<file path="config.mk">
export PLATFORM = sky130hd
export DESIGN_NAME = sample_pair_difference_statistics
export DESIGN_NICKNAME = d
export VERILOG_FILES = /design/src/rtl/spds_pkg.sv /design/src/rtl/spds_ctrl.sv /design/src/rtl/spds_dp.sv /design/src/rtl/sample_pair_difference_statistics.sv
export SDC_FILE = /design/constraint.sdc
export NUM_CORES = 2
export LEC_CHECK = 0
export BUFFER_PORTS_ARGS = -buffer_cell sky130_fd_sc_hd__buf_4
export CAP_MARGIN = 0
export CORE_ASPECT_RATIO = 1.4
export CORE_MARGIN = 3
export CORE_UTILIZATION = 30
export CTS_BUF_LIST = sky130_fd_sc_hd__clkbuf_16
export DETAILED_ROUTE_END_ITERATION = 8
export GPL_ROUTABILITY_DRIVEN = 0
export PLACE_DENSITY = 0.44
export SETUP_SLACK_MARGIN = 0.2
export SLEW_MARGIN = 20
export SYNTH_ARGS = -nofsm -noshare
export SYNTH_HDL_FRONTEND = slang
export SYNTH_SLANG_ARGS = --single-unit
</file>
<file path="constraint.sdc">
create_clock -name clk_i -period 6.13 [get_ports clk_i]
set_input_delay 0.9195 -clock clk_i [delete_from_list [all_inputs] [get_ports clk_i]]
set_output_delay 0.9195 -clock clk_i [all_outputs]
set_load 0.02 [all_outputs]
</file>
<file path="src/rtl/spds_pkg.sv">
// shared types, constants and a helper function for the sample pair difference statistics block
`default_nettype none
package spds_pkg;
  localparam int unsigned CountWidthDef = 40;
  localparam int unsigned RatioFracDef = 20;
  localparam int unsigned BinTotal = 11;
  localparam int unsigned CutTotal = 10;
  localparam int unsigned KindLast = 15;
  localparam logic [63:0] ValueMax = 64'h0000_0000_FFFF_FFFF;

  typedef enum logic [2:0] {
    StIdle,
    StDivide,
    StUpdate,
    StReport
  } spds_state_e;

  // controller to datapath
  typedef struct packed {
    logic load;
    logic div_step;
    logic update;
    logic rep_start;
    logic rep_next;
  } spds_cmd_t;

  // datapath to controller
  typedef struct packed {
    logic div_done;
    logic rep_last;
    logic out_full;
  } spds_sts_t;

  // clamp a wide value to the 32-bit ratio format
  function automatic logic [31:0] sat32(input logic [63:0] v);
    begin
      sat32 = (v > ValueMax) ? 32'hFFFF_FFFF : v[31:0];
    end
  endfunction
endpackage
`default_nettype wire

</file>
<file path="src/rtl/spds_ctrl.sv">
// controller state machine: divide, update and report sequencing
`default_nettype none
module spds_ctrl (
  input  wire logic             clk_i,
  input  wire logic             rst_ni,
  input  wire logic             in_valid_i,
  input  wire logic             action_i,
  output logic                  in_ready_o,
  input  wire spds_pkg::spds_sts_t sts_i,
  output spds_pkg::spds_cmd_t   cmd_o
);
  import spds_pkg::*;

  spds_state_e state_q, state_d;

  always_ff @(posedge clk_i or negedge rst_ni) begin
    if (!rst_ni) begin
      state_q <= StIdle;
    end else begin
      state_q <= state_d;
    end
  end

  always_comb begin
    state_d = state_q;
    cmd_o = '0;
    in_ready_o = 1'b0;
    unique case (state_q)
      StIdle: begin
        in_ready_o = 1'b1;
        if (in_valid_i) begin
          if (action_i) begin
            cmd_o.rep_start = 1'b1;
            state_d = StReport;
          end else begin
            cmd_o.load = 1'b1;
            state_d = StDivide;
          end
        end
      end
      StDivide: begin
        cmd_o.div_step = 1'b1;
        if (sts_i.div_done) begin
          state_d = StUpdate;
        end
      end
      StUpdate: begin
        cmd_o.update = 1'b1;
        state_d = StIdle;
      end
      StReport: begin
        if (!sts_i.out_full) begin
          cmd_o.rep_next = 1'b1;
          if (sts_i.rep_last) begin
            state_d = StIdle;
          end
        end
      end
      default: state_d = StIdle;
    endcase
  end
endmodule
`default_nettype wire

</file>
<file path="src/rtl/spds_dp.sv">
// datapath: difference, serial divider, statistics store and report output register
`default_nettype none
module spds_dp #(
  parameter int unsigned COUNT_WIDTH = spds_pkg::CountWidthDef,
  parameter int unsigned RATIO_FRACTION_BITS = spds_pkg::RatioFracDef
) (
  input  wire logic                   clk_i,
  input  wire logic                   rst_ni,
  input  wire logic signed [31:0]     reference_sample_i,
  input  wire logic signed [31:0]     candidate_sample_i,
  input  wire spds_pkg::spds_cmd_t    cmd_i,
  output spds_pkg::spds_sts_t         sts_o,
  output logic                        out_valid_o,
  input  wire logic                   out_ready_i,
  output logic [3:0]                  statistic_kind_o,
  output logic [63:0]                 statistic_value_o,
  output logic [39:0]                 statistic_position_o,
  output logic                        position_found_o,
  output logic                        report_last_o
);
  import spds_pkg::*;

  localparam int unsigned F = RATIO_FRACTION_BITS;
  localparam int unsigned DivBits = 33 + F;  // dividend width
  localparam int unsigned CntW = $clog2(DivBits + 1);
  localparam logic [COUNT_WIDTH-1:0] CountMax = '1;

  // histogram cutoffs rounded to nearest in the ratio format
  localparam logic [31:0] Cut0 = sat32(((64'd1 << F) + 64'd5000) / 64'd10000);
  localparam logic [31:0] Cut1 = sat32(((64'd1 << F) + 64'd500) / 64'd1000);
  localparam logic [31:0] Cut2 = sat32(((64'd1 << F) + 64'd50) / 64'd100);
  localparam logic [31:0] Cut3 = sat32(((64'd1 << F) + 64'd5) / 64'd10);
  localparam logic [31:0] Cut4 = sat32(((64'd3 << F) + 64'd5) / 64'd10);
  localparam logic [31:0] Cut5 = sat32(64'd1 << F);
  localparam logic [31:0] Cut6 = sat32(64'd3 << F);
  localparam logic [31:0] Cut7 = sat32(64'd10 << F);
  localparam logic [31:0] Cut8 = sat32(64'd100 << F);
  localparam logic [31:0] Cut9 = sat32(64'd1000 << F);
  localparam logic [CutTotal-1:0][31:0] Cut =
    {Cut9, Cut8, Cut7, Cut6, Cut5, Cut4, Cut3, Cut2, Cut1, Cut0};

  // operand registers
  logic [32:0]        mag_q, mag_d;
  logic [32:0]        rmag_q;
  logic [DivBits-1:0] rem_q;      // shifting dividend / quotient
  logic [33:0]        part_q;     // partial remainder
  logic [CntW-1:0]    cnt_q;

  logic signed [32:0] diff_s;
  logic [32:0]        rmag_d;
  assign diff_s = 33'(candidate_sample_i) - 33'(reference_sample_i);
  assign mag_d  = diff_s[32] ? 33'(-diff_s) : 33'(diff_s);
  assign rmag_d = reference_sample_i[31] ? 33'(-33'(reference_sample_i))
                                         : 33'(reference_sample_i);

  // one restoring division step per cycle
  logic [33:0] trial;
  logic [33:0] shifted;
  assign shifted = {part_q[32:0], rem_q[DivBits-1]};
  assign trial   = shifted - {1'b0, rmag_q};

  always_ff @(posedge clk_i) begin
    if (cmd_i.load) begin
      mag_q  <= mag_d;
      rmag_q <= rmag_d;
      rem_q  <= {mag_d, F'(0)};
      part_q <= '0;
      cnt_q  <= CntW'(DivBits);
    end else if (cmd_i.div_step && cnt_q != '0) begin
      cnt_q <= cnt_q - 1'b1;
      if (!trial[33]) begin
        part_q <= trial;
        rem_q  <= {rem_q[DivBits-2:0], 1'b1};
      end else begin
        part_q <= shifted;
        rem_q  <= {rem_q[DivBits-2:0], 1'b0};
      end
    end
  end
  assign sts_o.div_done = (cnt_q == '0);

  // saturated results
  logic [31:0] diffq, ratio;
  logic [32+F-8:0] diff_wide;
  assign diff_wide = {mag_q, (F-8)'(0)};
  assign diffq = (diff_wide[32+F-8:32] != '0) ? 32'hFFFF_FFFF : diff_wide[31:0];
  assign ratio = (rmag_q == '0) ? 32'hFFFF_FFFF :
                 (rem_q[DivBits-1:32] != '0) ? 32'hFFFF_FFFF : rem_q[31:0];

  // bin select
  logic [BinTotal-1:0] below;
  logic [3:0] bin;
  always_comb begin
    for (int k = 0; k < CutTotal; k++) begin
      below[k] = ratio < Cut[k];
    end
    below[CutTotal] = 1'b1;
    bin = 4'(CutTotal);
    for (int k = CutTotal - 1; k >= 0; k--) begin
      if (below[k]) bin = 4'(k);
    end
  end

  // statistics store
  logic [31:0]            ldiff_q, lratio_q;
  logic [COUNT_WIDTH-1:0] ldiff_pos_q, lratio_pos_q, count_q;
  logic                   ldiff_seen_q, lratio_seen_q;
  logic [63:0]            dsum_q, rsum_q;
  logic [COUNT_WIDTH-1:0] bins_q [BinTotal];
  logic [64:0]            dsum_d, rsum_d;
  assign dsum_d = {1'b0, dsum_q} + 65'(diffq);
  assign rsum_d = {1'b0, rsum_q} + 65'(ratio);

  always_ff @(posedge clk_i or negedge rst_ni) begin
    if (!rst_ni) begin
      ldiff_q <= '0; lratio_q <= '0;
      ldiff_pos_q <= '0; lratio_pos_q <= '0; count_q <= '0;
      ldiff_seen_q <= 1'b0; lratio_seen_q <= 1'b0;
      dsum_q <= '0; rsum_q <= '0;
      for (int k = 0; k < BinTotal; k++) bins_q[k] <= '0;
    end else if (cmd_i.update) begin
      if (diffq > ldiff_q) begin
        ldiff_q <= diffq; ldiff_pos_q <= count_q; ldiff_seen_q <= 1'b1;
      end
      if (ratio > lratio_q) begin
        lratio_q <= ratio; lratio_pos_q <= count_q; lratio_seen_q <= 1'b1;
      end
      dsum_q <= dsum_d[64] ? '1 : dsum_d[63:0];
      rsum_q <= rsum_d[64] ? '1 : rsum_d[63:0];
      if (bins_q[bin] != CountMax) bins_q[bin] <= bins_q[bin] + 1'b1;
      if (count_q != CountMax) count_q <= count_q + 1'b1;
    end
  end

  // report sequencer and output register
  logic [3:0]  kind_q;
  logic        ovalid_q;
  logic [63:0] val_sel;
  logic [39:0] pos_sel;
  logic        fnd_sel;

  always_comb begin
    val_sel = '0; pos_sel = '0; fnd_sel = 1'b0;
    unique case (kind_q)
      4'd0: begin val_sel = 64'(ldiff_q); pos_sel = 40'(ldiff_pos_q); fnd_sel = ldiff_seen_q; end
      4'd1: begin
        val_sel = 64'(lratio_q); pos_sel = 40'(lratio_pos_q); fnd_sel = lratio_seen_q;
      end
      4'd2: val_sel = dsum_q;
      4'd3: val_sel = rsum_q;
      4'd4: val_sel = 64'(count_q);
      default: val_sel = 64'(bins_q[kind_q - 4'd5]);
    endcase
  end

  assign sts_o.out_full = ovalid_q && !out_ready_i;
  assign sts_o.rep_last = (kind_q == 4'(KindLast));

  always_ff @(posedge clk_i or negedge rst_ni) begin
    if (!rst_ni) begin
      ovalid_q <= 1'b0;
      kind_q <= '0;
    end else begin
      if (cmd_i.rep_start) kind_q <= '0;
      if (cmd_i.rep_next) begin
        ovalid_q <= 1'b1;
        kind_q <= kind_q + 1'b1;
      end else if (out_ready_i) begin
        ovalid_q <= 1'b0;
      end
    end
  end

  always_ff @(posedge clk_i) begin
    if (cmd_i.rep_next) begin
      statistic_kind_o     <= kind_q;
      statistic_value_o    <= val_sel;
      statistic_position_o <= pos_sel;
      position_found_o     <= fnd_sel;
      report_last_o        <= (kind_q == 4'(KindLast));
    end
  end
  assign out_valid_o = ovalid_q;

  // a maximum's seen bit is set exactly when its value is nonzero
  assert property (@(posedge clk_i) disable iff (!rst_ni) ldiff_seen_q == (ldiff_q != '0))
    else $error("difference seen bit mismatch");
  assert property (@(posedge clk_i) disable iff (!rst_ni) lratio_seen_q == (lratio_q != '0))
    else $error("ratio seen bit mismatch");
  // report never advances over an untaken word
  assert property (@(posedge clk_i) disable iff (!rst_ni) cmd_i.rep_next |-> !sts_o.out_full)
    else $error("report word overwritten");
endmodule
`default_nettype wire

</file>
<file path="src/rtl/sample_pair_difference_statistics.sv">
// top level of the sample pair difference statistics block
// accumulate word: the word is accepted, then 33+RATIO_FRACTION_BITS divider steps (one quotient bit a cycle
// in the restoring divider), then the controller sees the step count run out and updates the statistics
// report word: sixteen result words, one per cycle while the output is taken, then ready again
// reset clears all statistics, the controller and the output valid at once
`default_nettype none
module sample_pair_difference_statistics #(
  parameter int unsigned COUNT_WIDTH = spds_pkg::CountWidthDef,
  parameter int unsigned RATIO_FRACTION_BITS = spds_pkg::RatioFracDef
) (
  input  wire logic               clk_i,
  input  wire logic               rst_ni,
  input  wire logic               in_valid_i,
  output logic                    in_ready_o,
  input  wire logic               action_i,
  input  wire logic signed [31:0] reference_sample_i,
  input  wire logic signed [31:0] candidate_sample_i,
  output logic                    out_valid_o,
  input  wire logic               out_ready_i,
  output logic [3:0]              statistic_kind_o,
  output logic [63:0]             statistic_value_o,
  output logic [39:0]             statistic_position_o,
  output logic                    position_found_o,
  output logic                    report_last_o
);
  import spds_pkg::*;

  // command and status between controller and datapath
  spds_cmd_t cmd;
  spds_sts_t sts;

  // the input is not taken again until the report's last word is in the output register
  spds_ctrl u_ctrl (
    .clk_i      (clk_i),
    .rst_ni     (rst_ni),
    .in_valid_i (in_valid_i),
    .action_i   (action_i),
    .in_ready_o (in_ready_o),
    .sts_i      (sts),
    .cmd_o      (cmd)
  );

  // datapath holds the divider, the store and the output register
  spds_dp #(
    .COUNT_WIDTH         (COUNT_WIDTH),
    .RATIO_FRACTION_BITS (RATIO_FRACTION_BITS)
  ) u_dp (
    .clk_i                (clk_i),
    .rst_ni               (rst_ni),
    .reference_sample_i   (reference_sample_i),
    .candidate_sample_i   (candidate_sample_i),
    .cmd_i                (cmd),
    .sts_o                (sts),
    .out_valid_o          (out_valid_o),
    .out_ready_i          (out_ready_i),
    .statistic_kind_o     (statistic_kind_o),
    .statistic_value_o    (statistic_value_o),
    .statistic_position_o (statistic_position_o),
    .position_found_o     (position_found_o),
    .report_last_o        (report_last_o)
  );

  // a new word is only taken while the controller is idle, and a taken word drops the ready
  assert property (@(posedge clk_i) disable iff (!rst_ni)
    (in_valid_i && in_ready_o) |=> !in_ready_o)
    else $error("input taken twice");
  // output carries a last marker only on the final kind
  assert property (@(posedge clk_i) disable iff (!rst_ni)
    out_valid_o |-> (report_last_o == (statistic_kind_o == 4'(KindLast))))
    else $error("last marker mismatch");
  // controller never commands update and report together
  assert property (@(posedge clk_i) disable iff (!rst_ni) !(cmd.update && cmd.rep_next))
    else $error("conflicting commands");
endmodule
`default_nettype wire
</file>
==> run summary <==
Status - finished clean
CP endpoint kind - flop
Vias per cell - 5.331
Setup TNS - 0 ns
Worst EP required - 6.74 ns
Post-synth EDFFs - 209
CTS Sinks - 1018
Starting density of the core - 30.30%
Finished Cell Area - 0.06789 mm^2
CTS tree - yes
Max IR drop VDD - 556.9 uV
Post-synthesis sequential area ratio - 45.93%
Synth cell count leaders - nand2_1, dfrtp_1, o21ai_0
Proportion of layout cells with a drive suffix above 1 - 17.93%
# DRC - 0
GR Util All Layers - 20.82%
Total Power - 0.03011 W
Rel. slew slack - 29.51%
Core footprint - 0.1884 mm^2
Leakage - 29.07 nW
Main synth FF type - dfrtp_1
Routed len/inst - 24.11 um
Syn Area/Cell - 9.790 um^2
Most frequent cell after synthesis - nand2_1
Initial antenna violation count - 8
Post-Synthesis Cells - 5832
Global route overflow - 0
Die Span Y - 522.2 um
Cell variety after synth - 95
Final core utilization - 36.03%
Highest Clock Rate - 0.1700 GHz
Cts bufs inserted - 110
Skew-Pair Late Insertion Delay - 0.75 ns
CP startpoint kind - flop
Drt pass-1 iters - 8
CTS Root Cell - clkbuf_16
CP Max Fanout - 14
Final Max Slew Viols - 0
Port-buffer cells - 180
Fill count - 19092
Ranking of synthesized cells by area - dfrtp_1, edfxtp_1, nand2_1, o21ai_0, ha_1
Yosys top cell by area - dfrtp_1
Placed cell area - 0.06353 mm^2
Ys async rst share - 73.67%
Row count - 188
Period Utilization, post-route - 95.96%
Maximum number of pins on one net before global-route repair - 161
Synth-to-Final Area Change - 18.91%
Synth Register Bits - 1018
Vias in the first global route - 46484
Full die area - 0.1957 mm^2
Clock transition at the registers of the reported paths - 0.06 ns
# hold bufs at CTS - 0
Power density cells - 443.5 mW/mm^2
Total routed wirelength - 209.2 mm
Initial DRC count - 3353
Hold Path Class - input pin to async pin
Die width - 374.7 um
RSZ-0062 raised after global routing - true
Global-route wire length before repair - 309.5 mm
Maximum clock path buffer count - 3
Critical R2R Launch - u_dp.rem_q[14]
Period minus WS final - 5.883 ns
Dpl hpwl - 150.4 mm
Final nets - 6369
ANT nets after route - 0
H-tree levels - 3
Syn nets - 6096
Worst Setup SP - u_dp.rem_q[14]
# Max-Cap Violations - 0
Crit Path Category - flop to flop
Slew of the pin with the lowest slew margin - 1.050 ns
# placed instances - 8429
Synth warn - 0
Final Non-Filler Cells - 8674
Post-Syn Area - 0.05709 mm^2
Final Skew - 0.03086 ns
Hold Violations, Final - 0
Io pins - 181
Crit path DAT - 6.49 ns
Post-synth top area share - 32.87%
Vias - 46239
Setup violators final - 0
==> repair_timing <==
item | in CTS | in global routing
endpoints found under the hold margin | 0 | 0
gates cloned | 0 | 11
resized for setup | 12 | 76
setup endpoints to repair | 456 | 491
pin swaps | 6 | 14
setup buffers | 3 | 20
==> state kept, by name, indices dropped and copies added, names as in the netlist <==
| register | flops |
|---|---|
| u_dp.lratio_q | 32 |
| u_dp.lratio_pos_q | 40 |
| u_dp.ldiff_q | 21 |
| u_dp.mag_q | 33 |
| u_dp.part_q | 33 |
| u_dp.ldiff_pos_q | 40 |
| u_dp.out_valid_o | 1 |
| u_dp.rem_q | 53 |
| u_dp.bins_q | 440 |
| u_ctrl.state_q | 2 |
| u_dp.statistic_value_o | 64 |
| u_dp.count_q | 40 |
| u_dp.cnt_q | 6 |
| u_dp.statistic_position_o | 40 |
| u_dp.position_found_o | 1 |
| u_dp.lratio_seen_q | 1 |
| u_dp.kind_q | 4 |
| u_dp.statistic_kind_o | 4 |
| u_dp.ldiff_seen_q | 1 |
| u_dp.report_last_o | 1 |
| u_dp.rsum_q | 64 |
| u_dp.rmag_q | 33 |
| u_dp.dsum_q | 64 |
==> layout make-up <==
type	count	area (um^2)	share of cell area [%]
diodes	3	7.507	0.01106
well taps	2470	3090	4.552
repair buffers	561	5385	7.932
flip-flops and latches	1018	26230	38.64
inverters	179	676.9	0.9971
multi-input cells	4235	28980	42.68
clock buffers	111	2778	4.091
clock inverters	97	745.7	1.098
==> report_power, final <==
group / total (W) / internal, W / switching (W) / leakage (nW)
clock network: 0.00665 / 0.00364 / 0.00301 / 1.79
logic: 0.0141 / 0.00506 / 0.00902 / 14.8
registers: 0.00937 / 0.00832 / 0.00104 / 12.5
==> metal layers <==
layer  GRT usage (%)  vias up  part of all wire, %
met5               0        -                0.014
li1                -    21784                    -
met3           2.081      312                  3.3
met2           38.07      997                   52
met1           24.77    23142                   41
met4           8.773        4                  4.3
==> through the flow <==
step / hold slack [ns] / setup slack, ns
3_3_place_gp: 0.4550 / -0.1729
5_1_grt: 0.2651 / 0.1361
6_report: 0.2097 / 0.2474
2_1_floorplan: 0.4231 / 0.3477
3_5_place_dp: 0.4572 / -0.1480
4_1_cts: 0.2035 / 0.2005
==> layout by cell type, fill, tap and decap left out, types with 121 or more instances in the layout <==
cell type	instances
edfxtp_1	209
buf_4	457
nand3_1	149
mux2i_1	154
nor2_1	380
clkbuf_16	121
a21oi_1	268
nand2_1	778
mux2_2	145
dfrtp_1	749
xnor2_1	174
o21ai_0	544
inv_1	197
ha_1	190
==> path summary, 6_finish.rpt <==
path	to	slack, ns	cells past startpoint
worst max register to register	u_dp.bins_q[81]	0.25	17
min in group clk_i	u_dp.lratio_seen_q	0.47	1
worst max-delay path	u_dp.bins_q[81]	0.25	17
worst min register to register	u_dp.lratio_seen_q	0.47	1
max in group asynchronous	u_dp.bins_q[78]	4.53	2
worst min-delay path	u_dp.rsum_q[51]	0.21	1
==> worst max-delay path, stage by stage, from the launching register on <==
cell       delay (ns)
dfxtp_1          0.31
or3_4            0.41
or4_4            0.50
or3_4            0.35
o2111ai_4        0.29
o2bb2ai_4        0.21
buf_6            0.17
buf_12           0.14
mux2i_1          0.12
a2111o_1         0.45
a211o_1          0.31
or4_4            0.59
or3_4            0.39
or4_4            0.48
clkbuf_16        0.21
o211ai_4         0.26
buf_12           0.19
mux2_1           0.33
==> logic make-up (layout without fill, tap and decap cells) <==
logic type	after synthesis	after routing	synth area share (%)
and+or+nand+nor	1808	1808	14.38
AOI/OAI and AO/OA	1564	1564	17.93
DFF	1018	1018	45.93
buffers and inverters	579	948	4.238
muxes	388	388	8.900
xor gates and xnor gates	279	279	4.280
adders and majority gates	195	195	4.326
other	1	4	0.006568
No activity file was read; power rests on OpenSTA's default activity.
